File: config.mk
export PLATFORM = sky130hd
export DESIGN_NAME = base64_stream_decoder
export DESIGN_NICKNAME = d
export VERILOG_FILES = /design/src/rtl/b64d_pkg.sv /design/src/rtl/b64d_front.sv /design/src/rtl/b64d_fifo.sv /design/src/rtl/b64d_back.sv /design/src/rtl/base64_stream_decoder.sv
export SDC_FILE = /design/constraint.sdc
export NUM_CORES = 1
export LEC_CHECK = 0
export BUFFER_PORTS_ARGS = -buffer_cell sky130_fd_sc_hd__buf_2
export CORE_MARGIN = 5
export CORE_UTILIZATION = 50
export DETAILED_ROUTE_END_ITERATION = 8
export PLACE_DENSITY = 0.75
export SLEW_MARGIN = 20
export SYNTH_ARGS = -nofsm -noshare
export SYNTH_HDL_FRONTEND = slang
export SYNTH_SLANG_ARGS = --single-unit
File: constraint.sdc
create_clock -name clk -period 3.5 [get_ports clk]
set_clock_uncertainty 0.1 [all_clocks]
set_input_delay 0.35 -clock clk [delete_from_list [all_inputs] [get_ports clk]]
set_output_delay 0.35 -clock clk [all_outputs]
set_load 0.03 [all_outputs]
File: src/rtl/b64d_pkg.sv
// ----------------------------------------------------------------------------
// b64d_pkg
// types and character decode shared by the base64 stream decoder modules
// ----------------------------------------------------------------------------
`timescale 1ns / 1ps
`default_nettype none

package b64d_pkg;

  localparam logic [7:0] CHR_UPPER_A = 8'h41;
  localparam logic [7:0] CHR_UPPER_Z = 8'h5a;
  localparam logic [7:0] CHR_LOWER_A = 8'h61;
  localparam logic [7:0] CHR_LOWER_Z = 8'h7a;
  localparam logic [7:0] CHR_DIGIT_0 = 8'h30;
  localparam logic [7:0] CHR_DIGIT_9 = 8'h39;
  localparam logic [7:0] CHR_PLUS    = 8'h2b;
  localparam logic [7:0] CHR_SLASH   = 8'h2f;

  localparam logic [5:0] SEXTET_PLUS  = 6'd62;
  localparam logic [5:0] SEXTET_SLASH = 6'd63;

  typedef struct packed {
    logic       bad;
    logic [5:0] value;
  } b64d_sextet_t;

  // one queue entry: results caused by one input character
  typedef struct packed {
    logic [2:0][7:0] bytes;
    logic [1:0]      nbytes;
    logic            msg_end;
    logic            early;
  } b64d_job_t;

  function automatic b64d_sextet_t b64d_sextet(input logic [7:0] c);
    b64d_sextet_t r;
    r.bad   = 1'b0;
    r.value = '0;
    if (c >= CHR_UPPER_A && c <= CHR_UPPER_Z) begin
      r.value = 6'(c - CHR_UPPER_A);
    end else if (c >= CHR_LOWER_A && c <= CHR_LOWER_Z) begin
      r.value = 6'(c - 8'h47);
    end else if (c >= CHR_DIGIT_0 && c <= CHR_DIGIT_9) begin
      r.value = 6'(c + 8'h04);
    end else if (c == CHR_PLUS) begin
      r.value = SEXTET_PLUS;
    end else if (c == CHR_SLASH) begin
      r.value = SEXTET_SLASH;
    end else begin
      r.bad = 1'b1;
    end
    return r;
  endfunction

endpackage

`default_nettype wire

File: src/rtl/b64d_front.sv
// ----------------------------------------------------------------------------
// b64d_front
// accepts characters, gathers sextets and queues the results each one causes
// ----------------------------------------------------------------------------
`timescale 1ns / 1ps
`default_nettype none

module b64d_front
  import b64d_pkg::*;
(
  input  wire logic       clk,
  input  wire logic       rst,
  input  wire logic       in_valid,
  input  wire logic [7:0] ch,
  input  wire logic       final_char,
  output logic            in_stall,
  input  wire logic       q_full,
  output logic            push,
  output b64d_job_t       push_job
);

  logic [17:0]  acc, acc_next, acc_mid;
  logic [1:0]   pos, pos_next, pos_mid;
  logic         halted, halted_next, halted_mid;
  logic [23:0]  word;
  b64d_sextet_t sx;
  b64d_job_t    job;
  logic         accept;

  assign in_stall = q_full;
  assign accept   = in_valid && !q_full;

  always_comb begin
    sx         = b64d_sextet(ch);
    acc_mid    = acc;
    pos_mid    = pos;
    halted_mid = halted;
    word       = {acc, sx.value};
    job        = '0;
    if (!halted) begin
      if (sx.bad) begin
        halted_mid = 1'b1;
      end else if (pos == 2'd3) begin
        job.bytes[0] = word[23:16];
        job.bytes[1] = word[15:8];
        job.bytes[2] = word[7:0];
        job.nbytes   = 2'd3;
        acc_mid      = '0;
        pos_mid      = '0;
      end else begin
        acc_mid = {acc[11:0], sx.value};
        pos_mid = pos + 2'd1;
      end
    end
    acc_next    = acc_mid;
    pos_next    = pos_mid;
    halted_next = halted_mid;
    if (final_char) begin
      // flush a partial group
      if (pos_mid == 2'd2) begin
        job.bytes[0] = acc_mid[11:4];
        job.nbytes   = 2'd1;
      end else if (pos_mid == 2'd3) begin
        job.bytes[0] = acc_mid[17:10];
        job.bytes[1] = acc_mid[9:2];
        job.nbytes   = 2'd2;
      end
      job.msg_end = 1'b1;
      job.early   = halted_mid;
      acc_next    = '0;
      pos_next    = '0;
      halted_next = 1'b0;
    end
  end

  assign push     = accept && (job.nbytes != 2'd0 || job.msg_end);
  assign push_job = job;

  always_ff @(posedge clk) begin
    if (rst) begin
      acc    <= '0;
      pos    <= '0;
      halted <= 1'b0;
    end else if (accept) begin
      acc    <= acc_next;
      pos    <= pos_next;
      halted <= halted_next;
    end
  end

endmodule

`default_nettype wire

File: src/rtl/b64d_fifo.sv
// ----------------------------------------------------------------------------
// b64d_fifo
// small register queue of pending result groups between front and back
// ----------------------------------------------------------------------------
`timescale 1ns / 1ps
`default_nettype none

module b64d_fifo
  import b64d_pkg::*;
#(
  parameter int DEPTH = 4
) (
  input  wire logic       clk,
  input  wire logic       rst,
  input  wire logic       push,
  input  wire b64d_job_t  push_job,
  output logic            full,
  input  wire logic       pop,
  output logic            head_valid,
  output b64d_job_t       head_job
);

  localparam int PW = (DEPTH > 1) ? $clog2(DEPTH) : 1;
  localparam int CW = $clog2(DEPTH + 1);
  localparam logic [PW-1:0] LAST_PTR = PW'(DEPTH - 1);
  localparam logic [CW-1:0] FULL_CNT = CW'(DEPTH);

  b64d_job_t     entries [DEPTH];
  logic [PW-1:0] wr_ptr, rd_ptr;
  logic [CW-1:0] count;
  logic          do_push, do_pop;

  assign full       = (count == FULL_CNT);
  assign head_valid = (count != '0);
  assign head_job   = entries[rd_ptr];
  assign do_push    = push && !full;
  assign do_pop     = pop && head_valid;

  always_ff @(posedge clk) begin
    if (do_push) begin
      entries[wr_ptr] <= push_job;
    end
  end

  always_ff @(posedge clk) begin
    if (rst) begin
      wr_ptr <= '0;
      rd_ptr <= '0;
      count  <= '0;
    end else begin
      if (do_push) begin
        wr_ptr <= (wr_ptr == LAST_PTR) ? '0 : wr_ptr + PW'(1);
      end
      if (do_pop) begin
        rd_ptr <= (rd_ptr == LAST_PTR) ? '0 : rd_ptr + PW'(1);
      end
      if (do_push && !do_pop) begin
        count <= count + CW'(1);
      end else if (do_pop && !do_push) begin
        count <= count - CW'(1);
      end
    end
  end

endmodule

`default_nettype wire

File: src/rtl/b64d_back.sv
// ----------------------------------------------------------------------------
// b64d_back
// walks the queue head one result per cycle into the output register, while not stalled
// ----------------------------------------------------------------------------
`timescale 1ns / 1ps
`default_nettype none

module b64d_back
  import b64d_pkg::*;
(
  input  wire logic       clk,
  input  wire logic       rst,
  input  wire logic       head_valid,
  input  wire b64d_job_t  head_job,
  output logic            pop,
  output logic            out_valid,
  input  wire logic       out_stall,
  output logic [7:0]      out_byte,
  output logic            byte_valid,
  output logic            message_end,
  output logic            stopped_early,
  output logic            last_of_run
);

  logic [1:0] idx;
  logic [2:0] nres;
  logic       load, is_last, is_data;

  assign nres    = {1'b0, head_job.nbytes} + {2'b00, head_job.msg_end};
  assign is_last = ({1'b0, idx} == (nres - 3'd1));
  assign is_data = (idx < head_job.nbytes);
  assign load    = head_valid && (!out_valid || !out_stall);
  assign pop     = load && is_last;

  always_ff @(posedge clk) begin
    if (rst) begin
      out_valid <= 1'b0;
      idx       <= '0;
    end else begin
      if (load) begin
        out_valid <= 1'b1;
        idx       <= is_last ? 2'd0 : idx + 2'd1;
      end else if (!out_stall) begin
        out_valid <= 1'b0;
      end
    end
  end

  always_ff @(posedge clk) begin
    if (load) begin
      out_byte      <= is_data ? head_job.bytes[idx] : 8'd0;
      byte_valid    <= is_data;
      message_end   <= !is_data;
      stopped_early <= !is_data && head_job.early;
      last_of_run   <= is_last;
    end
  end

endmodule

`default_nettype wire

File: src/rtl/base64_stream_decoder.sv
// ----------------------------------------------------------------------------
// base64_stream_decoder
// streaming base64 decoder: one character in, zero to four results out
// ----------------------------------------------------------------------------
//
// channel  direction  handshake             words
// input    in         in_valid / in_stall   ch, final_char
// output   out        out_valid / out_stall out_byte, byte_valid, message_end,
//                                           stopped_early, last_of_run
//
// one character is taken per cycle while the result queue has room
// the back end emits one result word per cycle while out_stall is low, so a
// character that closes a group or a message yields up to four result words;
// the queue of QUEUE_DEPTH groups absorbs those bursts
// a character's first result passes through the queue, then the output register
// synchronous reset clears decode state, queue pointers and output valid
// out_stall holds the output register; in_stall rises only when the queue fills
//
`timescale 1ns / 1ps
`default_nettype none

module base64_stream_decoder
  import b64d_pkg::*;
#(
  parameter int QUEUE_DEPTH = 4
) (
  input  wire logic       clk,
  input  wire logic       rst,
  input  wire logic       in_valid,
  output logic            in_stall,
  input  wire logic [7:0] ch,
  input  wire logic       final_char,
  output logic            out_valid,
  input  wire logic       out_stall,
  output logic [7:0]      out_byte,
  output logic            byte_valid,
  output logic            message_end,
  output logic            stopped_early,
  output logic            last_of_run
);

  // front to queue
  logic      push;
  b64d_job_t push_job;
  logic      q_full;

  // queue to back
  logic      pop;
  logic      head_valid;
  b64d_job_t head_job;

  // classify characters and keep the group accumulator
  b64d_front u_front (
    .clk        (clk),
    .rst        (rst),
    .in_valid   (in_valid),
    .ch         (ch),
    .final_char (final_char),
    .in_stall   (in_stall),
    .q_full     (q_full),
    .push       (push),
    .push_job   (push_job)
  );

  // decouples character intake from result output
  b64d_fifo #(
    .DEPTH (QUEUE_DEPTH)
  ) u_fifo (
    .clk        (clk),
    .rst        (rst),
    .push       (push),
    .push_job   (push_job),
    .full       (q_full),
    .pop        (pop),
    .head_valid (head_valid),
    .head_job   (head_job)
  );

  // serialize each queued group into result words
  b64d_back u_back (
    .clk           (clk),
    .rst           (rst),
    .head_valid    (head_valid),
    .head_job      (head_job),
    .pop           (pop),
    .out_valid     (out_valid),
    .out_stall     (out_stall),
    .out_byte      (out_byte),
    .byte_valid    (byte_valid),
    .message_end   (message_end),
    .stopped_early (stopped_early),
    .last_of_run   (last_of_run)
  );

endmodule

`default_nettype wire

==> metrics.cfg, run 1 <==
[clock_tree]
postCtsHoldBufs=0
cts_made_buffers=17
clock-sinks=157
clkTransAtPathRegs_ns=0.06
post_cts_buffers=0
clock_latency_ns=0.42
htreeDepth=4
cts_resized=0
cts_tree=built
cts_max_path_buffers=2
cts_root_buffer=clkbuf_16

[power]
p_total_mw=5.41
p_leak_nw=2.85
ir_drop_mv=0.381
p_per_area_mw_per_mm2=674

[routing]
routedWlPerCell_um=19.0
drc=0
num_vias=4195
ant_nets=0
detail_route.iter0.violations=253
detail_route.first_pass.iterations=5
vias_per_cell=5.78
drt_wl_total_mm=13.8

[finish]
nets=566
final_common_cell=edfxtp_1
antenna_cells=0
syn_to_final_growth_pct=14.0
fillers=1019
final_area_mm2=0.00803
mostFrequentLayoutCells=124 x edfxtp_1, 44 x nor2_1, 32 x dfxtp_1
layout-drive-gt1-share_pct=20.7

[run]
drv_cap=0

[worst_setup_path]
path_max_fanout=4
cp_num_buf_inv=2
start_kind=flip-flop
crit_chain=mux4_2, inv_1, ha_1, ha_1, xnor2_1, nor3_2, nand2_1, ha_1, inv_1, fa_1, xor2_1, or3_1, a21oi_1
setup.worst_path.end_class=flip-flop
slowest_stage=mux4_2
crit_path_frequent_cell=ha_1
crit_arrival_ns=3.52
required_ns=3.75
cpLargestDelayFamily=adder cells
crit_path_max_incr_delay_ns=0.52
crit_type=reg2reg

[synthesis]
syn_area_mm2=0.00704
syn_avg_cell_area_um2=14.2
netlist_instances=495
ys_top_cells_by_area=edfxtp_1 53%, dfxtp_1 9.4%, mux4_2 9.0%
yosys.area.top_type=edfxtp_1
synth_cell_types=58
synth_edf_count=124
yosysWarnings=0
synth_top_area_share_pct=52.9
async_flop_share_pct=0
ys_seq_area_share_pct=62.3
synthFlopType=edfxtp_1
syn-num-nets=528
ys_ff_latch=157

[placed_design]
place.port_buffers=26
gp_congestion=0.909
dp_slack_ns=0.169
dpl.hpwl_mm=9.17
dpl-instance-area_mm2=0.00743

[grt]
grt_use_total_pct=17.8
grt_max_degree=34
grt_pass1_vias=4306
antenna_found_initial=0
grt_pass1_wl_mm=22.3
gr-total-overflow=0

[sta]
rsz0062_at_grt=false
maxSlewViolCount=0
max-slew-margin-rel_pct=49.0
min_period_ns=3.28
finalHoldViolCount=0
worst_slack_ns=0.224
final-setup-viol-count=0
finalCritPeriodShare_pct=93.6
final.setup.tns_ns=0
clock.fmax_mhz=305
timing.hold.ws_ns=0.0851
worst_pin_slew_ns=0.766

[floorplanning]
die_h_um=129
io_pins=27
start_util_pct=50.9
die_w_um=129
core_mm2=0.0138
row_count=43
dieArea_mm2=0.0166

[min_path]
hp-class=in2reg

[run_status]
status=complete, no violations

kinds of logic after synthesis:
group,Yosys count,share of synthesized area (%)
AND/OR/NAND/NOR,117,8.19
adder cells (fa/ha/maj),20,3.66
flip-flops,157,62.3
AO/OA/AOI/OAI,94,9.90
buffers and inverters,56,3.64
multiplexers,44,11.5
XOR/XNOR,7,0.871
tightest hold or removal path: cells and delay by family:
family          cells  cell delay (ns)
compound gates      1             0.05
buf+inv             1             0.10
simple gates        1             0.06
layout make-up:
cell class | instances | area, um^2 | share of cell area [%]
well taps | 180 | 225 | 2.80
clock inverters | 8 | 141 | 1.76
clock buffers | 24 | 462 | 5.75
repair buffers | 45 | 298 | 3.71
inverters | 30 | 113 | 1.40
flip-flops and latches | 157 | 4390 | 54.6
multi-input cells | 282 | 2410 | 30.0
Yosys cell counts (5+ instances only):
cell type	instances
nor3_1	9
nor2b_1	7
ha_1	19
a22oi_1	12
o21ai_0	17
nor2_1	44
o22ai_1	9
dfxtp_1	33
nand2_1	18
a221o_1	6
nand3_1	6
inv_1	30
buf_6	5
edfxtp_1	124
clkbuf_1	11
a22o_1	5
mux2i_1	13
a21oi_1	10
and2_1	18
buf_2	6
mux4_2	28
sequential cells by signal (all words and copies together) (netlist names), named ones only:
name                  cells
u_back.byte_valid         1
u_back.idx                2
u_back.last_of_run        1
u_back.message_end        1
u_back.out_byte           8
u_back.out_valid          1
u_back.stopped_early      1
u_fifo.count              3
u_fifo.entries          112
u_fifo.rd_ptr             2
u_fifo.wr_ptr             2
u_front.acc              18
u_front.halted            1
u_front.pos               2
through the flow:
| step | cells | util [%] |
|---|---|---|
| finish | 726 | 58.1 |
| global route | 726 | 58.1 |
| CTS | 726 | 58.1 |
| detailed placement | 694 | 53.7 |
| global placement | 694 | 53.7 |
| floorplan | 495 | - |
power by group:
part	total [mW]	switching, mW	internal [mW]
registers	2.29	0.0700	2.22
logic	1.24	0.738	0.499
clock network	1.88	0.674	1.21
per-layer routing:
metal,global-route usage [%],part of all wire (%)
met1,23.0,42
met2,28.5,49
met3,4.65,6.5
met4,7.84,2.2
met5,0,0
worst paths after layout:
check	from	to	slack, ns	cells after the start
worst max-delay path	flip-flop	u_fifo.count[2]	0.22	13
worst min-delay path	out_stall	u_back.out_valid	0.09	3
worst max register to register	flip-flop	u_fifo.count[2]	0.22	13
worst min register to register	u_back.out_valid	u_back.out_valid	0.36	2
(Power assumes the default switching activity.)
==> run 2: changes to the inputs <==
--- a/config.mk
+++ b/config.mk
@@ -16 +16,2 @@
 export SYNTH_SLANG_ARGS = --single-unit
+export TNS_END_PERCENT = 10
==> constraint.sdc (replaced) <==
create_clock -name clk -period 3.5 [get_ports clk]
set_clock_uncertainty 0.1 [all_clocks]
set_input_delay 0.7 -clock clk [delete_from_list [all_inputs] [get_ports clk]]
set_output_delay 0.7 -clock clk [all_outputs]
set_load 0.03 [all_outputs]
==> run 2 against run 1 <==
Flip-flop and latch count did not move. First-iteration DRC count rose by 96%. Power fell by 1.4%. Routed wire length rose by 8.2%. Register-to-register slack barely moved. Clock power fell by 7%. Non-clock buffer count rose by 14. Setup slack improved by 0.0079 ns. Global-route usage rose by 1.4 points. Critical path depth did not move. Highest routed layer unchanged.
==> metrics.cfg, run 2 (synthesized netlist as in run 1, its figures left out) <==
[run_status]
status=complete, no violations

[finish]
antenna_cells=0  ; unchanged
final_cells=740  ; +1.9%
layout-drive-gt1-share_pct=24.8  ; +4.1 points
syn_to_final_growth_pct=16.0
largest_register_ffs=112  ; unchanged
mostFrequentLayoutCells=124 x edfxtp_1, 44 x nor2_1, 32 x dfxtp_1
largest-register=u_fifo.entries
fillers=1055  ; +3.5%
reg.largest.list=u_fifo.entries: 112 flops, u_front.acc: 18 flops, u_back.out_byte: 8 flops
nets=580  ; +2.5%
final_common_cell=edfxtp_1

[worst_setup_path]
cpLargestDelayFamily=adder cells
crit_type=reg2reg
crit_arrival_ns=3.52  ; about the same
required_ns=3.75  ; about the same
crit_end=u_fifo.count[2]
r2r-end=u_fifo.count[2]
cp_num_buf_inv=2  ; unchanged
worstRegToRegCells=13  ; unchanged
setup.worst_path.end_class=flip-flop
reg2reg_slack_ns=0.23  ; about the same
cp.depth=13  ; unchanged
crit_chain=mux4_2, inv_1, ha_1, ha_1, xnor2_1, nor3_1, nand2_2, ha_2, inv_1, fa_2, xor2_1, or3_1, a21oi_1
crit_path_max_incr_delay_ns=0.54  ; +0.02 ns
path_max_fanout=5  ; +1
start_kind=flip-flop
slowest_stage=mux4_2

[placed_design]
place.port_buffers=26  ; unchanged
gp_congestion=0.943  ; +3.7%
placedCellCount=708  ; +2.0%
dp_slack_ns=0.0401  ; -0.129 ns
dpl.hpwl_mm=9.97  ; +8.7%

[grt]
grt_pass1_wl_mm=24.1  ; +7.8%
antenna_found_initial=0  ; unchanged
gr-total-overflow=0  ; unchanged
grt_pass1_vias=4508  ; +4.7%
grt_max_degree=34  ; unchanged
grt_use_total_pct=19.2  ; +1.4 points

[floorplanning]
start_util_pct=50.9  ; unchanged
dieArea_mm2=0.0166  ; unchanged
die_h_um=129  ; unchanged
io_pins=27  ; unchanged
row_count=43  ; unchanged
core_mm2=0.0138  ; unchanged
die_w_um=129  ; unchanged

[sta]
worst_slack_ns=0.232  ; +0.00787 ns
worst_pin_slew_ns=0.682  ; -0.0833 ns
final.setup.tns_ns=0  ; unchanged
max-slew-margin-rel_pct=54.5  ; +5.6 points
min_period_ns=3.27  ; -0.00787 ns
maxSlewViolCount=0  ; unchanged
final-setup-viol-count=0  ; unchanged
finalCritPeriodShare_pct=93.4  ; -0.22 points
rsz0062_at_grt=false
timing.hold.ws_ns=0.363  ; +0.278 ns
finalHoldViolCount=0  ; unchanged
clock.fmax_mhz=306  ; +0.24%

[routing]
wl_met3_mm=1.04  ; +16%
drc=0  ; unchanged
detail_route.first_pass.iterations=5  ; unchanged
routedWlPerCell_um=20.1  ; +6.2%
detail_route.iter0.violations=495  ; +96%
top_signal_layer_used=met4
num_vias=4443  ; +5.9%
dr_wl_met2_mm=7.52  ; +12%
drt_wl_total_mm=14.9  ; +8.2%
ant_nets=0  ; unchanged
wl_met1_mm=6.02  ; +2.7%
vias_per_cell=6.00  ; +3.9%

[clock_tree]
cts_tree=built
clock-sinks=157  ; unchanged
clkTransAtPathRegs_ns=0.06  ; about the same
post_cts_buffers=0  ; unchanged
cts_root_buffer=clkbuf_16
clock_latency_ns=0.42  ; about the same
cts_max_path_buffers=2  ; unchanged
cts_made_buffers=17  ; unchanged
postCtsHoldBufs=0  ; unchanged
htreeDepth=4  ; unchanged

[power]
ir_drop_mv=0.317  ; -17%
p_leak_nw=2.89  ; +1.6%
p_per_area_mw_per_mm2=653  ; -3.1%
p_total_mw=5.33  ; -1.4%

[min_path]
hp-class=reg2reg

[run]
drv_cap=0  ; unchanged

-- run 2: cell count changes in the layout (fill, tap and decap cells not counted), sizes merged --
cell	change
clkinv	+3
buf	+14
clkbuf	-7
clkinvlp	+3
bufinv	-3
inv	+4
-- run 2: per-layer routing --
layer	vias to the layer above	track usage, %
met4	0	7.91
met1	2201	24.2
met5	-	0
li1	1995	-
met3	26	5.19
met2	221	31.7
-- run 2: timing repair --
item	in CTS	in global routing
hold endpoints to repair	0	0
resized for setup	0	1
endpoints found under the setup margin	0	1
-- run 2: per-stage QoR --
step / area [um^2] / utilization (%)
floorplan: 7090 / -
global placement: 7600 / 55.0
detailed placement: 7600 / 55.0
CTS: 8160 / 59.0
global route: 8170 / 59.1
finish: 8170 / 59.1
-- run 2: cell type report --
cell class              count  area, um^2  area share [%]
inverters                  30         116            1.42
multi-input cells         282        2450            30.0
repair buffers             59         428            5.24
well taps                 180         225            2.76
clock buffers              17         425            5.21
clock inverters            15         139            1.70
flip-flops and latches    157        4390            53.7
-- run 2: how the worst min path moves through the flow --
stage / slack, ns / cells past startpoint / from / to
after floorplan: 0.36 / 2 / u_front.acc[17] / u_front.acc[17]
after global placement: 0.35 / 2 / u_back.out_valid / u_back.out_valid
after detailed placement: 0.36 / 2 / u_back.out_valid / u_back.out_valid
after CTS: 0.37 / 2 / u_back.out_valid / u_back.out_valid
after global routing: 0.40 / 2 / u_back.out_valid / u_back.out_valid
final: 0.36 / 2 / u_back.out_valid / u_back.out_valid
-- run 2: report_power, final --
group          internal [mW]  leakage (nW)  total [mW]  switching [mW]
Combinational          0.533          1.22        1.29           0.762
Clock                  0.988         0.270        1.74           0.756
Sequential              2.22          1.40        2.29          0.0757
Total                   3.74          2.89        5.33            1.59
-- run 2: worst register-to-register path: cells and delay by family, from the launching register on --
family | cells | cell delay, ns
adders and majority gates | 4 | 0.98
and+or+nand+nor | 3 | 0.55
muxes | 1 | 0.54
DFF | 1 | 0.41
xor gates and xnor gates | 2 | 0.32
AOI/OAI and AO/OA | 1 | 0.15
buffers and inverters | 2 | 0.14
